`config.mk`:
```
export PLATFORM = sky130hd
export DESIGN_NAME = fanout_tree_span_split_unit_flat
export DESIGN_NICKNAME = d
export VERILOG_FILES = /design/src/ftss_pkg.sv /design/src/ftss_in_if.sv /design/src/ftss_out_if.sv /design/src/ftss_cfg_if.sv /design/src/ftss_ram.sv /design/src/fanout_tree_span_split_unit.sv /design/src/flat_wrapper.sv
export SDC_FILE = /design/constraint.sdc
export NUM_CORES = 1
export LEC_CHECK = 0
export ABC_CLOCK_PERIOD_IN_PS = 11100
export BUFFER_PORTS_ARGS = -buffer_cell sky130_fd_sc_hd__buf_2
export CAP_MARGIN = 30
export CORE_UTILIZATION = 47
export DETAILED_ROUTE_END_ITERATION = 10
export REMOVE_ABC_BUFFERS = 1
export SLEW_MARGIN = 20
export SYNTH_ARGS = -nofsm -noshare
export SYNTH_HDL_FRONTEND = slang
export SYNTH_SLANG_ARGS = --single-unit
```
`constraint.sdc`:
```
create_clock -name clk -period 11.1 [get_ports clk]
set_input_delay 0 -clock clk [delete_from_list [all_inputs] [get_ports clk]]
set_output_delay 0 -clock clk [all_outputs]
set_load 0.1 [all_outputs]
```
`src/ftss_pkg.sv`:
```
// ----------------------------------------------------------------------------
// ftss_pkg
// Shared field types and fixed constants of the fanout tree span split unit.
// ----------------------------------------------------------------------------
package ftss_pkg;

  // field widths fixed by the transaction formats
  localparam int unsigned NODE_W  = 16;
  localparam int unsigned INDEX_W = 6;
  localparam int unsigned CFG_W   = 7;

  typedef logic [NODE_W-1:0]  node_t;
  typedef logic [INDEX_W-1:0] child_idx_t;
  typedef logic [CFG_W-1:0]   cfg_t;

  // child width after reset
  localparam cfg_t CHILD_WIDTH_RESET = 7'd50;

endpackage

```
`src/ftss_in_if.sv`:
```
// ----------------------------------------------------------------------------
// ftss_in_if
// Input channel: one node count per transaction.
// ----------------------------------------------------------------------------
interface ftss_in_if import ftss_pkg::*; ();
  logic  valid;
  logic  ready;
  node_t node_total;

  modport source (output valid, output node_total, input ready);
  modport sink   (input valid, input node_total, output ready);
endinterface

```
`src/ftss_out_if.sv`:
```
// ----------------------------------------------------------------------------
// ftss_out_if
// Result channel: one span value per child, last child marked.
// ----------------------------------------------------------------------------
interface ftss_out_if import ftss_pkg::*; ();
  logic       valid;
  logic       ready;
  child_idx_t child_index;
  node_t      span_count;
  logic       last;

  modport source (output valid, output child_index, output span_count, output last,
                  input ready);
  modport sink   (input valid, input child_index, input span_count, input last,
                  output ready);
endinterface

```
`src/ftss_cfg_if.sv`:
```
// ----------------------------------------------------------------------------
// ftss_cfg_if
// Configuration write channel carrying the child width register.
// ----------------------------------------------------------------------------
interface ftss_cfg_if import ftss_pkg::*; ();
  logic valid;
  logic ready;
  cfg_t child_width;

  modport source (output valid, output child_width, input ready);
  modport sink   (input valid, input child_width, output ready);
endinterface

```
`src/ftss_ram.sv`:
```
// ----------------------------------------------------------------------------
// ftss_ram
// Generic simple dual port RAM, one write and one registered read port.
// ----------------------------------------------------------------------------
module ftss_ram #(
  parameter int unsigned WIDTH = 16,
  parameter int unsigned DEPTH = 64
) (
  input  logic                                    clk,
  input  logic                                    we,
  input  logic [(DEPTH > 1 ? $clog2(DEPTH) : 1)-1:0] waddr,
  input  logic [WIDTH-1:0]                        wdata,
  input  logic [(DEPTH > 1 ? $clog2(DEPTH) : 1)-1:0] raddr,
  output logic [WIDTH-1:0]                        rdata
);

  logic [WIDTH-1:0] mem [DEPTH];

  // write port and registered read port
  always_ff @(posedge clk) begin
    if (we) begin
      mem[waddr] <= wdata;
    end
    rdata <= mem[raddr];
  end

endmodule

```
`src/fanout_tree_span_split_unit.sv`:
```
// ----------------------------------------------------------------------------
// fanout_tree_span_split_unit
// Splits a node count over the configured children of one tree node and
// returns one span value per child, with the final child marked.
// ----------------------------------------------------------------------------
//  channel  | dir | handshake              | payload
//  ---------+-----+------------------------+-------------------------------
//  in_ch    | in  | in_ch.valid/ready      | node_total
//  out_ch   | out | out_ch.valid/ready     | child_index, span_count, last
//  cfg_ch   | in  | cfg_ch.valid/ready     | child_width
//
//  one transaction at a time: each fill visit to a child reads the span RAM,
//  then modifies and writes the entry back; output reads the RAM for each
//  child, then presents the result.
//  a count that fits in the children skips the fill entirely.
//  per-child touched flags all clear together when a transaction is taken;
//  untouched entries read as zero. reset is synchronous, active low.
//  a stalled output holds its payload; cfg_ch is always ready.
// ----------------------------------------------------------------------------
module fanout_tree_span_split_unit import ftss_pkg::*; #(
  parameter int unsigned MAX_WIDTH = 64
) (
  input  logic       clk,
  input  logic       rst_n,
  ftss_in_if.sink    in_ch,
  ftss_out_if.source out_ch,
  ftss_cfg_if.sink   cfg_ch
);

  localparam int unsigned IDX_W = (MAX_WIDTH > 1) ? $clog2(MAX_WIDTH) : 1;
  localparam int unsigned W_W   = $clog2(MAX_WIDTH + 1);
  localparam logic [7:0]  MAX_W8 = 8'(MAX_WIDTH);

  typedef enum logic [2:0] {
    S_IDLE,
    S_FILL_RD,
    S_FILL_WR,
    S_OUT_RD,
    S_OUT_SHOW
  } state_t;

  typedef logic [IDX_W-1:0] idx_t;
  typedef logic [W_W-1:0]   wcnt_t;

  state_t               state_r;
  cfg_t                 child_width_r;
  wcnt_t                width_r;
  node_t                left_r;
  idx_t                 cur_r;
  logic [MAX_WIDTH-1:0] touched_r;

  node_t rdata;
  node_t span_cur;
  node_t span_nxt;
  node_t left_nxt;
  node_t node_dec;
  node_t width16;
  node_t room16;
  wcnt_t eff_width;
  wcnt_t cur_ext;
  logic  cur_is_last;
  logic  [7:0] cw8;
  logic  [7:0] eff8;

  // effective width: zero counts as one, clamp to the storage depth
  always_comb begin
    cw8 = {1'b0, child_width_r};
    if (cw8 == 8'd0) begin
      eff8 = 8'd1;
    end else if (cw8 > MAX_W8) begin
      eff8 = MAX_W8;
    end else begin
      eff8 = cw8;
    end
    eff_width = W_W'(eff8);
  end

  assign cur_ext     = W_W'(cur_r);
  assign cur_is_last = ((cur_ext + wcnt_t'(1)) == width_r);

  // span RAM, one entry per child
  ftss_ram #(
    .WIDTH (NODE_W),
    .DEPTH (MAX_WIDTH)
  ) u_span_ram (
    .clk   (clk),
    .we    (state_r == S_FILL_WR),
    .waddr (cur_r),
    .wdata (span_nxt),
    .raddr (cur_r),
    .rdata (rdata)
  );

  // untouched entries read as zero
  assign span_cur = touched_r[cur_r] ? rdata : '0;

  // one fill step for the current child
  always_comb begin
    width16  = NODE_W'(width_r);
    room16   = NODE_W'(width_r - cur_ext);
    node_dec = (span_cur == '0) ? (left_r - node_t'(1)) : left_r;
    if (room16 >= left_r) begin
      // tail fits from here on: add only to a child that already has work
      span_nxt = (span_cur != '0) ? (span_cur + left_r) : span_cur;
      left_nxt = '0;
    end else if (left_r <= width16) begin
      span_nxt = span_cur + node_dec;
      left_nxt = '0;
    end else begin
      span_nxt = span_cur + width16;
      left_nxt = node_dec - width16;
    end
  end

  // sequencer and registers
  always_ff @(posedge clk) begin
    if (!rst_n) begin
      state_r       <= S_IDLE;
      child_width_r <= CHILD_WIDTH_RESET;
      width_r       <= wcnt_t'(1);
      left_r        <= '0;
      cur_r         <= '0;
      touched_r     <= '0;
    end else begin
      if (cfg_ch.valid && cfg_ch.ready) begin
        child_width_r <= cfg_ch.child_width;
      end
      case (state_r)
        S_IDLE: begin
          if (in_ch.valid) begin
            width_r   <= eff_width;
            cur_r     <= '0;
            touched_r <= '0;
            if (in_ch.node_total <= NODE_W'(eff_width)) begin
              left_r  <= '0;
              state_r <= S_OUT_RD;
            end else begin
              left_r  <= in_ch.node_total;
              state_r <= S_FILL_RD;
            end
          end
        end
        S_FILL_RD: begin
          state_r <= S_FILL_WR;
        end
        S_FILL_WR: begin
          touched_r[cur_r] <= 1'b1;
          left_r           <= left_nxt;
          if (left_nxt == '0) begin
            cur_r   <= '0;
            state_r <= S_OUT_RD;
          end else begin
            cur_r   <= cur_is_last ? '0 : (cur_r + idx_t'(1));
            state_r <= S_FILL_RD;
          end
        end
        S_OUT_RD: begin
          state_r <= S_OUT_SHOW;
        end
        S_OUT_SHOW: begin
          if (out_ch.ready) begin
            if (cur_is_last) begin
              state_r <= S_IDLE;
            end else begin
              cur_r   <= cur_r + idx_t'(1);
              state_r <= S_OUT_RD;
            end
          end
        end
        default: begin
          state_r <= S_IDLE;
        end
      endcase
    end
  end

  // channel outputs
  assign in_ch.ready        = (state_r == S_IDLE);
  assign cfg_ch.ready       = 1'b1;
  assign out_ch.valid       = (state_r == S_OUT_SHOW);
  assign out_ch.child_index = INDEX_W'(cur_r);
  assign out_ch.span_count  = span_cur;
  assign out_ch.last        = cur_is_last;

  // results only for children inside the configured width
  a_out_in_range: assert property (@(posedge clk) disable iff (!rst_n)
    out_ch.valid |-> (cur_ext < width_r))
    else $error("result for a child beyond the width");

  // a fill read never starts with nothing left to hand out
  a_fill_nonzero: assert property (@(posedge clk) disable iff (!rst_n)
    (state_r == S_FILL_RD) |-> (left_r != '0))
    else $error("fill step with zero remaining");

  // the last result frees the block for the next transaction
  a_last_frees: assert property (@(posedge clk) disable iff (!rst_n)
    (out_ch.valid && out_ch.ready && out_ch.last) |=> in_ch.ready)
    else $error("block not ready after final result");

  // an accepted transaction occupies the block
  a_busy_after_accept: assert property (@(posedge clk) disable iff (!rst_n)
    (in_ch.valid && in_ch.ready) |=> !in_ch.ready)
    else $error("second transaction taken while busy");

endmodule
```
`src/flat_wrapper.sv`:
```
// flat-port wrapper written by rule: the top's interface ports become plain ports
module fanout_tree_span_split_unit_flat import ftss_pkg::*;
#(
  parameter int unsigned MAX_WIDTH = 64
)
  (clk, rst_n, in_ch_valid, in_ch_node_total, in_ch_ready, out_ch_valid, out_ch_child_index, out_ch_span_count, out_ch_last, out_ch_ready, cfg_ch_valid, cfg_ch_child_width, cfg_ch_ready);
  ftss_in_if in_ch_i ();
  ftss_out_if out_ch_i ();
  ftss_cfg_if cfg_ch_i ();
  input  logic clk;
  input  logic rst_n;
  input wire logic [$bits(in_ch_i.valid)-1:0] in_ch_valid;
  input wire logic [$bits(in_ch_i.node_total)-1:0] in_ch_node_total;
  output wire logic [$bits(in_ch_i.ready)-1:0] in_ch_ready;
  output wire logic [$bits(out_ch_i.valid)-1:0] out_ch_valid;
  output wire logic [$bits(out_ch_i.child_index)-1:0] out_ch_child_index;
  output wire logic [$bits(out_ch_i.span_count)-1:0] out_ch_span_count;
  output wire logic [$bits(out_ch_i.last)-1:0] out_ch_last;
  input wire logic [$bits(out_ch_i.ready)-1:0] out_ch_ready;
  input wire logic [$bits(cfg_ch_i.valid)-1:0] cfg_ch_valid;
  input wire logic [$bits(cfg_ch_i.child_width)-1:0] cfg_ch_child_width;
  output wire logic [$bits(cfg_ch_i.ready)-1:0] cfg_ch_ready;
  assign in_ch_i.valid = in_ch_valid;
  assign in_ch_i.node_total = in_ch_node_total;
  assign in_ch_ready = in_ch_i.ready;
  assign out_ch_valid = out_ch_i.valid;
  assign out_ch_child_index = out_ch_i.child_index;
  assign out_ch_span_count = out_ch_i.span_count;
  assign out_ch_last = out_ch_i.last;
  assign out_ch_i.ready = out_ch_ready;
  assign cfg_ch_i.valid = cfg_ch_valid;
  assign cfg_ch_i.child_width = cfg_ch_child_width;
  assign cfg_ch_ready = cfg_ch_i.ready;
  fanout_tree_span_split_unit #(.MAX_WIDTH(MAX_WIDTH)) u_core (.clk(clk), .rst_n(rst_n), .in_ch(in_ch_i), .out_ch(out_ch_i), .cfg_ch(cfg_ch_i));
endmodule
```
==> summary.txt <==
GRT
  • GRT overflow: 0
  • First-pass GRT wire length: 191000 um
  • Busiest grt layer: met2
  • Number of global-route vias before repair: 27.2k
  • Largest net degree at the start of global routing: 106
  • Initial antenna violation count: 5
  • Met1 Use GR: 37.4%
  • Met2 GRT Util: 43.8%
  • Total track usage: 27.0%
  • Met3 Usage GRT: 4.09%

Min path
  • Hold Path Origin: in_ch_node_total[14]
  • Min-Delay Endpoint: u_core.left_r[14]
  • Worst hold stages: 4
  • HP Class: in2reg

Yosys
  • Syn. warnings: 0
  • Yosys reg bits: 1143
  • Post-synth EDFFs: 1024
  • Avg Cell Area, Syn: 15.7 um^2
  • Syn Std Cell Area: 44900 um^2
  • Synth Instances: 2861
  • Synth async-reset ratio: 0%
  • Top FF cell, synth: edfxtp_1
  • Synth unique cells: 80
  • Sequential area share after synthesis: 73.9%

Pwr
  • Logic gate share of total power: 9.8%
  • Net Sw Frac: 24.5%
  • Clock share of power: 38.4%
  • Max VDD drop: 0.141 mV
  • PwrDens: 185 nW/um^2
  • P_sw: 2.34 mW
  • Pint: 7.20 mW
  • Power, Total: 9.54 mW
  • Leak: 16.8 nW
  • Flop pwr share: 51.8%

STA
  • Setup WS post-layout: 3.26 ns
  • Max Freq: 128 MHz
  • Final Hold Fails: 0
  • Final setup TNS: 0 ns
  • Slew Limit Fails: 0
  • RSZ-0062 raised after global routing: false
  • Final hold slack: 0.145 ns
  • Final Skew: 0.0296 ns
  • Final Critical Period: 7.84 ns
  • Final setup viols: 0
  • Fin crit share: 70.6%
  • Slew HR: 28.7%
  • Worst-Margin Slew: 1.06 ns

Route
  • DR pass1 iterations: 7
  • Total wire length: 132000 um
  • Drt initial violations: 3142
  • Vias per cell: 6.37
  • DRC violations left: 0
  • Via Count: 28.0k
  • Final ANT Viol Nets: 0
  • DR WL/cell: 30.1 um

Floorplan
  • Die Span Y: 311 um
  • I/O Pins: 54
  • Site Rows: 112
  • Die Footprint: 96700 um^2
  • Die Wd: 311 um
  • CORE AREA: 93900 um^2
  • Initial core utilization: 47.8%

Layout
  • Commonest non-fill, non-tap cells in the layout: edfxtp_1 (1024), a22oi_1 (370), buf_4 (118), dfxtp_1 (118), clkbuf_16 (114)
  • Layout area overhead: 15.0%
  • Layout Cells excl Fill: 4398
  • Share of cells above drive strength 1: 13.9%
  • Most common cell after layout, fill and taps aside: edfxtp_1
  • Nets: 3147

Setup path
  • Slowest-stage cell, CP: dfxtp_1
  • Worst Path Required: 11.51 ns
  • Worst r2r path cells: 25
  • CP Class: reg2reg
  • Worst-path fanout max: 105
  • Most frequent CP cell: a21oi_1
  • Worst R2R Setup Slack: 3.26 ns
  • Critical path arrival: 8.25 ns
  • Worst Setup End Kind: flip-flop
  • CP Launch Type: flip-flop
  • CP max stage delay: 0.85 ns
  • Worst reg2reg startpoint: u_core.out_ch.child_index[1]
  • Worst r2r dst: u_core.u_span_ram.mem[25][15]

CTS
  • Post-cts repair resize count: 0
  • Worst skew pair latency: 0.72 ns
  • Clk sink count: 1143
  • Cts bufs inserted: 112
  • Clock tree buffer depth: 3
  • CTS tree: done
  • CTS root buffer: clkbuf_16
  • H-tree depth: 3
  • Clock transition at the registers of the reported paths: 0.06 ns

Placed design
  • Inst Count DP: 4128
  • Placed wire-length estimate: 77300 um
  • Port Buffers: 52
  • Pre-CTS setup slack: 3.28 ns
  • RD Place Congestion: 0.941

Flow run
  • Max_cap viols: 0

Status
  • Status: completed
## worst max-delay path by stage
| stage | start | end | slack, ns | cells after the start |
|---|---|---|---|---|
| 6_report | u_core.out_ch.child_index[1] | u_core.u_span_ram.mem[25][15] | 3.26 | 25 |
| 5_1_grt | u_core.out_ch.child_index[1] | u_core.u_span_ram.mem[27][15] | 2.79 | 25 |
| 4_1_cts | u_core.out_ch.child_index[1] | u_core.u_span_ram.mem[58][15] | 3.25 | 25 |
| 3_5_place_dp | u_core.out_ch.child_index[1] | u_core.u_span_ram.mem[17][15] | 3.28 | 25 |
| 3_3_place_gp | u_core.out_ch.child_index[1] | u_core.u_span_ram.mem[56][15] | 3.42 | 25 |
| 2_1_floorplan | u_core.out_ch.child_index[2] | u_core.u_span_ram.mem[0][14] | -5.49 | 22 |
## cell type report
type / count / area [um^2]
repair buffers: 232 / 1840
fillers: 7380 / 42300
clock buffers: 139 / 2990
multi-input cells: 1490 / 11200
well taps: 1254 / 1570
clock inverters: 72 / 573
inverters: 60 / 225
diodes: 8 / 20.0
flip-flops and latches: 1143 / 33100
## per-layer routing
layer	vias up	wire length, um
met5	-	27
li1	12100	-
met3	205	10000
met2	1311	63400
met4	4	4320
met1	14400	54500
## cells in the mapped netlist, drive strengths merged (29+ instances only)
library cell	number	area (um^2)
nor3	29	145
nor4	38	238
edfxtp	1024	30700
o21ai	47	246
nand2	75	284
xnor2	43	384
dfxtp	119	2380
clkbuf	126	473
a22o	75	657
a41oi	40	350
a21oi	52	260
a221oi	84	736
buf	42	188
a31oi	87	544
ha	76	951
and2	31	194
o21a	72	541
a22oi	370	2780
nand3	29	145
inv	58	218
nor2	114	428
## power by group through the flow
stage	Sequential (mW)	Clock, mW	Combinational (mW)
6_report	4.94	3.66	0.935
5_1_grt	4.94	3.86	1.01
4_1_cts	4.94	3.70	0.934
3_5_place_dp	5.03	0	0.915
3_3_place_gp	5.03	0	0.865
2_1_floorplan	5.05	0	0.512
## through the flow
step,util [%],instance area (um^2)
6_report,54.9,51600
5_1_grt,54.9,51500
4_1_cts,54.9,51500
3_5_place_dp,50.6,47500
3_3_place_gp,50.4,47300
2_1_floorplan,-,44200
## repair_timing
item,in CTS,in global routing
setup endpoints to repair,0,0
setup buffers,0,0
endpoints found under the hold margin,39,0
hold buffers,50,0
## logic make-up (layout without fill, tap and decap cells)
logic type / Yosys count / after routing / synth area share (%)
AOI/OAI and AO/OA: 916 / 916 / 15.3
buffers and inverters: 228 / 503 / 1.98
adders and majority gates: 80 / 80 / 2.30
and+or+nand+nor: 399 / 399 / 4.48
xor gates and xnor gates: 65 / 65 / 1.29
DFF: 1143 / 1143 / 73.9
muxes: 29 / 29 / 0.762
other: 1 / 9 / 0.00836
## worst max-delay path, delay by kind of cell, from the launching register on
kind,cells,cell delay [ns]
buffers and inverters,3,1.27
flip-flops,1,0.85
AO/OA/AOI/OAI,13,3.15
AND/OR/NAND/NOR,6,1.53
adder cells (fa/ha/maj),1,0.30
XOR/XNOR,2,0.30
## sequential cells by signal (all words and copies together), names as in the netlist
signal                     flops
u_core.child_width_r           7
u_core.left_r                 16
u_core.out_ch.child_index      6
u_core.state_r                 3
u_core.touched_r              64
u_core.u_span_ram.mem       1024
u_core.u_span_ram.rdata       16
u_core.width_r                 7
Power figures use the tool's default switching activity.
